$ cat config.mk
export PLATFORM = sky130hd
export DESIGN_NAME = iea_ctrl
export DESIGN_NICKNAME = d
export VERILOG_FILES = /design/src/rtl/core/iea_pkg.sv /design/src/rtl/core/iea_ctrl.sv
export SDC_FILE = /design/constraint.sdc
export NUM_CORES = 1
export LEC_CHECK = 0
export BUFFER_PORTS_ARGS = -buffer_cell sky130_fd_sc_hd__buf_2
export CAP_MARGIN = 20
export CORE_MARGIN = 2
export CORE_UTILIZATION = 43
export DETAILED_ROUTE_END_ITERATION = 10
export PLACE_DENSITY = 0.85
export REMOVE_ABC_BUFFERS = 1
export SLEW_MARGIN = 40
export SYNTH_ARGS = -nofsm -noshare
export SYNTH_HDL_FRONTEND = slang
export SYNTH_SLANG_ARGS = --single-unit
$ cat constraint.sdc
create_clock -name clk_i -period 1.47 [get_ports clk_i]
set_clock_uncertainty 0.05 [all_clocks]
set_input_delay 0.147 -clock clk_i [delete_from_list [all_inputs] [get_ports clk_i]]
set_output_delay 0.147 -clock clk_i [all_outputs]
set_load 0.005 [all_outputs]
$ cat src/rtl/core/iea_pkg.sv
`timescale 1ns / 1ps
// ----------------------------------------------------------------------------
// iea_pkg
// shared types and constants of the idle entry aging table
// ----------------------------------------------------------------------------
package iea_pkg;

  // default depths
  localparam int unsigned TABLE_DEPTH_DEF = 32;
  localparam int unsigned HEAP_DEPTH_DEF  = 64;

  // field widths
  localparam int unsigned KEY_W    = 32;
  localparam int unsigned TSTAMP_W = 64;
  localparam int unsigned WINDOW_W = 40;
  localparam int unsigned COUNT_W  = 6;

  localparam logic [WINDOW_W-1:0] WINDOW_RESET = 40'd600000000;

  // result status codes
  localparam logic [1:0] ST_UPDATED = 2'd0;
  localparam logic [1:0] ST_CREATED = 2'd1;
  localparam logic [1:0] ST_ABSENT  = 2'd2;
  localparam logic [1:0] ST_FULL    = 2'd3;

  // input word
  typedef struct packed {
    logic                func;
    logic [KEY_W-1:0]    process_id;
    logic [TSTAMP_W-1:0] now_time;
  } iea_in_t;

  // result word
  typedef struct packed {
    logic [1:0]         status;
    logic [COUNT_W-1:0] evicted_count;
    logic               record_dropped;
  } iea_out_t;

  // one stored record: table entry or heap entry
  typedef struct packed {
    logic [TSTAMP_W-1:0] tstamp;
    logic [KEY_W-1:0]    key;
  } iea_rec_t;

  // controller to datapath
  typedef struct packed {
    logic load_in;   // latch input word, clear scan and result state
    logic scan_clr;  // restart the table scan
    logic scan_rd;   // read table entry at scan index
    logic cmp_lk;    // lookup compare, advance scan
    logic cmp_ev;    // eviction compare, advance scan
    logic lk_dec;    // settle lookup outcome, write table entry
    logic push_init; // open hole at heap tail
    logic rd_par;    // read parent of hole
    logic mv_par;    // move parent down into hole
    logic wr_rec;    // write moving record into hole
    logic rd_top;    // read heap root
    logic pop;       // take root as victim, read last record
    logic ld_last;   // last record becomes the moving record, hole at root
    logic rd_kids;   // read both children of hole
    logic sd_step;   // one sift-down step
    logic out_load;  // load result register
  } iea_cmd_t;

  // datapath to controller
  typedef struct packed {
    logic scan_last;
    logic lk_go;
    logic heap_full;
    logic heap_empty;
    logic cnt_one;
    logic at_root;
    logic par_stop;
    logic expired;
    logic sd_done;
  } iea_sts_t;

endpackage

$ cat src/rtl/core/iea_ctrl.sv
`timescale 1ns / 1ps
// ----------------------------------------------------------------------------
// iea_ctrl
// sequencer for lookup, heap push, eviction pops and result hand-off
// ----------------------------------------------------------------------------
module iea_ctrl (
  input  logic             clk_i,
  input  logic             rst_ni,
  input  logic             in_valid_i,
  output logic             in_stall_o,
  output logic             out_valid_o,
  input  logic             out_stall_i,
  input  iea_pkg::iea_sts_t sts_i,
  output iea_pkg::iea_cmd_t cmd_o
);

  localparam logic [3:0] S_IDLE   = 4'd0;
  localparam logic [3:0] S_SC_RD  = 4'd1;
  localparam logic [3:0] S_SC_CMP = 4'd2;
  localparam logic [3:0] S_LK_DEC = 4'd3;
  localparam logic [3:0] S_P_INIT = 4'd4;
  localparam logic [3:0] S_P_CHK  = 4'd5;
  localparam logic [3:0] S_P_CMP  = 4'd6;
  localparam logic [3:0] S_P_WR   = 4'd7;
  localparam logic [3:0] S_EV_RD  = 4'd8;
  localparam logic [3:0] S_EV_CHK = 4'd9;
  localparam logic [3:0] S_D_LAST = 4'd10;
  localparam logic [3:0] S_D_RD   = 4'd11;
  localparam logic [3:0] S_D_CMP  = 4'd12;
  localparam logic [3:0] S_DONE   = 4'd13;

  logic [3:0] state_q, state_d;
  logic       evmode_q, evmode_d;
  logic       out_valid_q, out_valid_d;

  // next state and commands
  always_comb begin
    state_d  = state_q;
    evmode_d = evmode_q;
    cmd_o    = '0;
    unique case (state_q)
      S_IDLE: begin
        if (in_valid_i) begin
          cmd_o.load_in = 1'b1;
          evmode_d      = 1'b0;
          state_d       = S_SC_RD;
        end
      end
      S_SC_RD: begin
        cmd_o.scan_rd = 1'b1;
        state_d       = S_SC_CMP;
      end
      S_SC_CMP: begin
        cmd_o.cmp_lk = !evmode_q;
        cmd_o.cmp_ev = evmode_q;
        if (sts_i.scan_last) begin
          state_d = evmode_q ? S_EV_RD : S_LK_DEC;
        end else begin
          state_d = S_SC_RD;
        end
      end
      S_LK_DEC: begin
        cmd_o.lk_dec = 1'b1;
        if (!sts_i.lk_go) begin
          state_d = S_DONE;
        end else if (sts_i.heap_full) begin
          state_d = S_EV_RD;
        end else begin
          state_d = S_P_INIT;
        end
      end
      S_P_INIT: begin
        cmd_o.push_init = 1'b1;
        state_d         = S_P_CHK;
      end
      S_P_CHK: begin
        if (sts_i.at_root) begin
          state_d = S_P_WR;
        end else begin
          cmd_o.rd_par = 1'b1;
          state_d      = S_P_CMP;
        end
      end
      S_P_CMP: begin
        if (sts_i.par_stop) begin
          state_d = S_P_WR;
        end else begin
          cmd_o.mv_par = 1'b1;
          state_d      = S_P_CHK;
        end
      end
      S_P_WR: begin
        cmd_o.wr_rec = 1'b1;
        state_d      = S_EV_RD;
      end
      S_EV_RD: begin
        if (sts_i.heap_empty) begin
          state_d = S_DONE;
        end else begin
          cmd_o.rd_top = 1'b1;
          state_d      = S_EV_CHK;
        end
      end
      S_EV_CHK: begin
        if (!sts_i.expired) begin
          state_d = S_DONE;
        end else begin
          cmd_o.pop = 1'b1;
          if (sts_i.cnt_one) begin
            cmd_o.scan_clr = 1'b1;
            evmode_d       = 1'b1;
            state_d        = S_SC_RD;
          end else begin
            state_d = S_D_LAST;
          end
        end
      end
      S_D_LAST: begin
        cmd_o.ld_last = 1'b1;
        state_d       = S_D_RD;
      end
      S_D_RD: begin
        cmd_o.rd_kids = 1'b1;
        state_d       = S_D_CMP;
      end
      S_D_CMP: begin
        cmd_o.sd_step = 1'b1;
        if (sts_i.sd_done) begin
          cmd_o.scan_clr = 1'b1;
          evmode_d       = 1'b1;
          state_d        = S_SC_RD;
        end else begin
          state_d = S_D_RD;
        end
      end
      S_DONE: begin
        if (!out_valid_q || !out_stall_i) begin
          cmd_o.out_load = 1'b1;
          state_d        = S_IDLE;
        end
      end
      default: begin
        state_d = S_IDLE;
      end
    endcase
  end

  // result register valid
  always_comb begin
    out_valid_d = out_valid_q;
    if (out_valid_q && !out_stall_i) begin
      out_valid_d = 1'b0;
    end
    if (cmd_o.out_load) begin
      out_valid_d = 1'b1;
    end
  end

  always_ff @(posedge clk_i or negedge rst_ni) begin
    if (!rst_ni) begin
      state_q     <= S_IDLE;
      evmode_q    <= 1'b0;
      out_valid_q <= 1'b0;
    end else begin
      state_q     <= state_d;
      evmode_q    <= evmode_d;
      out_valid_q <= out_valid_d;
    end
  end

  assign in_stall_o  = (state_q != S_IDLE);
  assign out_valid_o = out_valid_q;

endmodule

==> run_summary.xml <==
<?xml version="1.0" encoding="UTF-8"?>
<metrics>
  <group name="die">
    <metric name="rows" unit="">13</metric>
    <metric name="die_h" unit="µm">41.61</metric>
    <metric name="core-area" unit="mm²">0.001318</metric>
    <metric name="die_x" unit="µm">41.61</metric>
    <metric name="die_area" unit="mm²">0.001731</metric>
    <metric name="floorplan.initialDensity" unit="%">46.15</metric>
    <metric name="ioPinCount" unit="">31</metric>
  </group>
  <group name="worst_setup_path">
    <metric name="timing.critical_path.max_delay_family" unit="">flip-flops</metric>
    <metric name="crit_path_end_kind" unit="">primary output</metric>
    <metric name="critical_path.slowest_cell" unit="">sky130_fd_sc_hd__dfrtp_2</metric>
    <metric name="crit_path_cell_trace" unit="">nand2b_4 -&gt; nor3_2 -&gt; a22o_1 -&gt; buf_2</metric>
    <metric name="cpPeakStageDelay" unit="ns">0.45</metric>
    <metric name="arrival" unit="ns">1.41</metric>
    <metric name="crit_fanout" unit="">6</metric>
    <metric name="type_of_the_worst_setup_path" unit="">flop to primary output</metric>
    <metric name="critical_path.startpoint_type" unit="">flop</metric>
    <metric name="worst_ep_required_time" unit="ns">1.27</metric>
    <metric name="total_buffers_and_inverters_traversed_by_the_critical_path" unit="">1</metric>
  </group>
  <group name="drt">
    <metric name="wirelength" unit="µm">2541</metric>
    <metric name="drt_pre_antenna_iters" unit="">4</metric>
    <metric name="final_antenna_net_count" unit="">0</metric>
    <metric name="drt-wirelength-per-cell" unit="µm">17.89</metric>
    <metric name="drcViolationCount" unit="">0</metric>
    <metric name="dr_total_vias" unit="">823</metric>
    <metric name="detail_route.iter0.violations" unit="">27</metric>
    <metric name="via_per_inst" unit="">5.796</metric>
  </group>
  <group name="status">
    <metric name="run_status" unit="">finished, violations left</metric>
    <metric name="failing_checks" unit="">negative setup slack</metric>
  </group>
  <group name="timing">
    <metric name="final_setup_violating_endpoints" unit="">11</metric>
    <metric name="finalMaxSlewViolations" unit="">0</metric>
    <metric name="timing_worst_slew_pin_value" unit="ns">0.3015</metric>
    <metric name="timing.final.hold_violations" unit="">0</metric>
    <metric name="slew-limit-headroom" unit="%">79.79</metric>
    <metric name="rsz0062_at_grt" unit="">true</metric>
    <metric name="postLayoutSetupSlackWorst" unit="ns">-0.1376</metric>
    <metric name="fmax" unit="MHz">622.1</metric>
    <metric name="fin_setup_tns" unit="ns">-0.6504</metric>
    <metric name="final_worst_path_cycle_share" unit="%">109.4</metric>
    <metric name="final.min_clock_period" unit="ns">1.608</metric>
  </group>
  <group name="global_route">
    <metric name="final_global_route_overflow_total" unit="">0</metric>
    <metric name="first_global_vias" unit="">781</metric>
    <metric name="globalRouteTotalUtil" unit="%">26.45</metric>
    <metric name="grt_start_max_net_pins" unit="">10</metric>
    <metric name="antenna_found_initial" unit="">0</metric>
    <metric name="grt_pass1_wl" unit="µm">3546</metric>
  </group>
  <group name="placement">
    <metric name="dp_worst_setup_slack" unit="ns">0.01148</metric>
    <metric name="post-dp-hpwl" unit="µm">1466</metric>
    <metric name="placedInstanceArea" unit="µm²">820.8</metric>
    <metric name="place_congestion" unit="">0.8579</metric>
    <metric name="port-buffer-count" unit="">30</metric>
  </group>
  <group name="cells_and_area">
    <metric name="finish.instance_area" unit="mm²">0.001064</metric>
    <metric name="layout.cells.most_common" unit="">sky130_fd_sc_hd__buf_2</metric>
    <metric name="sequential_cell_area" unit="µm²">153.9</metric>
    <metric name="fill_cells" unit="">80</metric>
    <metric name="mostFrequentLayoutCells" unit="">sky130_fd_sc_hd__buf_2 (29), sky130_fd_sc_hd__buf_4 (15), sky130_fd_sc_hd__nand2_1 (8)</metric>
    <metric name="multi_input_comb_area" unit="µm²">514.2</metric>
    <metric name="insertedDiodeCount" unit="">0</metric>
    <metric name="drive_above_1_share" unit="%">62.99</metric>
    <metric name="num-nets-final" unit="">142</metric>
    <metric name="layout-area-overhead-vs-synth" unit="%">74.90</metric>
  </group>
  <group name="synthesis">
    <metric name="ys_seq_elements" unit="">6</metric>
    <metric name="postSynthCellCount" unit="">79</metric>
    <metric name="syn-mean-instance-area" unit="µm²">7.697</metric>
    <metric name="combined_area_of_all_synthesized_cells" unit="µm²">608.1</metric>
    <metric name="synth_cell_types" unit="">31</metric>
    <metric name="ys_seq_area_share" unit="%">24.69</metric>
    <metric name="yosysWarnings" unit="">0</metric>
  </group>
  <group name="clock_network">
    <metric name="clock_tree.buffer_depth" unit="">2</metric>
    <metric name="clock_tree.root_cell" unit="">sky130_fd_sc_hd__clkbuf_4</metric>
    <metric name="sinks_on_the_clock_net" unit="">6</metric>
    <metric name="cts_tree" unit="">done</metric>
    <metric name="cts_max_level" unit="">1</metric>
    <metric name="cts_inserted_buffers" unit="">3</metric>
    <metric name="clock_latency" unit="ns">0.25</metric>
    <metric name="worst_setup_hold_path_clk_slew" unit="ns">0.05</metric>
  </group>
  <group name="power_and_ir_drop">
    <metric name="pwr_dens" unit="mW/mm²">2146</metric>
    <metric name="worst_ir_drop_on_vdd" unit="V">0.001001</metric>
    <metric name="p_leak" unit="µW">0.0005270</metric>
    <metric name="power.total" unit="µW">2282</metric>
  </group>
  <group name="job">
    <metric name="maxCapViolations" unit="">0</metric>
  </group>
  <group name="worst_hold_path">
    <metric name="timing.hold.worst.class" unit="">input pin to flop</metric>
  </group>
</metrics>
-- registers in the layout, summed over array words and instances (netlist names) --
register / count
evmode_q: 1
out_valid_o: 1
state_q: 4
-- final timing paths --
path	depth (start not counted)	endpoint	slack (ns)	from
worst max-delay path	4	cmd_o[14]	-0.14	state_q[2]
worst min-delay path	3	out_valid_o	0.11	out_stall_i
max in group asynchronous	2	state_q[0]	0.98	rst_ni
min in group asynchronous	2	state_q[1]	0.22	rst_ni
worst max register to register	5	state_q[0]	-0.10	state_q[3]
worst min register to register	2	out_valid_o	0.49	out_valid_o
-- layout make-up --
| class | count | area share (%) |
|---|---|---|
| clock buffers | 3 | 2.118 |
| inverters | 2 | 0.7059 |
| multi-input cells | 64 | 48.35 |
| flip-flops and latches | 6 | 14.47 |
| well taps | 15 | 1.765 |
| repair buffers | 52 | 32.59 |
-- tightest hold or removal path: stages --
cell and delay (ns):
sky130_fd_sc_hd__buf_2 0.09, sky130_fd_sc_hd__nand2_1 0.07, sky130_fd_sc_hd__nand2_1 0.06
-- cells in the mapped netlist --
cell,count,share of area (%)
sky130_fd_sc_hd__inv_1,2,1.2
sky130_fd_sc_hd__and3_1,2,2.1
sky130_fd_sc_hd__o21ai_0,1,0.82
sky130_fd_sc_hd__a22oi_1,2,2.5
sky130_fd_sc_hd__nand2b_4,1,2.3
sky130_fd_sc_hd__buf_6,1,1.9
sky130_fd_sc_hd__nor4_2,2,4.1
sky130_fd_sc_hd__nand2b_1,4,4.1
sky130_fd_sc_hd__o22a_1,1,1.4
sky130_fd_sc_hd__nand2b_2,1,1.4
sky130_fd_sc_hd__mux2i_1,1,1.6
sky130_fd_sc_hd__a21oi_1,6,4.9
sky130_fd_sc_hd__nor4_1,1,1.0
sky130_fd_sc_hd__nor2_1,6,3.7
sky130_fd_sc_hd__nor2_2,1,1.0
sky130_fd_sc_hd__nor3b_1,2,2.5
sky130_fd_sc_hd__o2111ai_1,1,1.4
sky130_fd_sc_hd__nor3_2,3,4.9
sky130_fd_sc_hd__o21ai_1,1,0.82
sky130_fd_sc_hd__dfrtp_1,6,25
sky130_fd_sc_hd__nand2_1,10,6.2
sky130_fd_sc_hd__o221ai_1,2,2.9
sky130_fd_sc_hd__o21bai_1,1,1.2
sky130_fd_sc_hd__nor3_1,7,5.8
sky130_fd_sc_hd__nor2b_1,3,3.1
sky130_fd_sc_hd__a21o_1,2,2.5
sky130_fd_sc_hd__a2111o_1,1,1.9
sky130_fd_sc_hd__nand3_1,1,0.82
sky130_fd_sc_hd__buf_2,4,3.3
sky130_fd_sc_hd__a22o_1,1,1.4
sky130_fd_sc_hd__buf_4,2,2.5
-- metrics by stage --
stage	cells	hold WS [ns]	utilization, %
after CTS	138	0.1071	71.23
after floorplan	72	-0.1986	-
after global routing	142	0.1159	80.72
after global placement	129	-0.07257	62.30
final	142	0.1116	80.72
after detailed placement	129	-0.07121	62.30
-- power by group --
part	total, µW	leakage, µW	internal (µW)	switching (µW)
sequential	391	0.0000710	256	135
combinational	1730	0.000442	853	878
clock	160	0.0000138	92.9	67.3
-- cell families after synthesis --
logic type	synth area share, %
and+or+nand+nor	43.00
AOI/OAI and AO/OA	21.81
buffers and inverters	8.847
DFF	24.69
muxes	1.646
-- per-layer routing --
metal,GRT usage (%),part of all wire (%)
met1,32.25,38
met2,45.94,55
met3,6.957,7.4
met4,6.452,0
met5,0,0
-- timing repair --
item	in CTS	in global routing
pin swaps	1	2
buffers inserted	5	4
hold endpoints to repair	6	0
gates resized for setup	14	20
hold buffers	1	0
setup endpoints to repair	14	18
No activity file was read; power rests on OpenSTA's default activity.
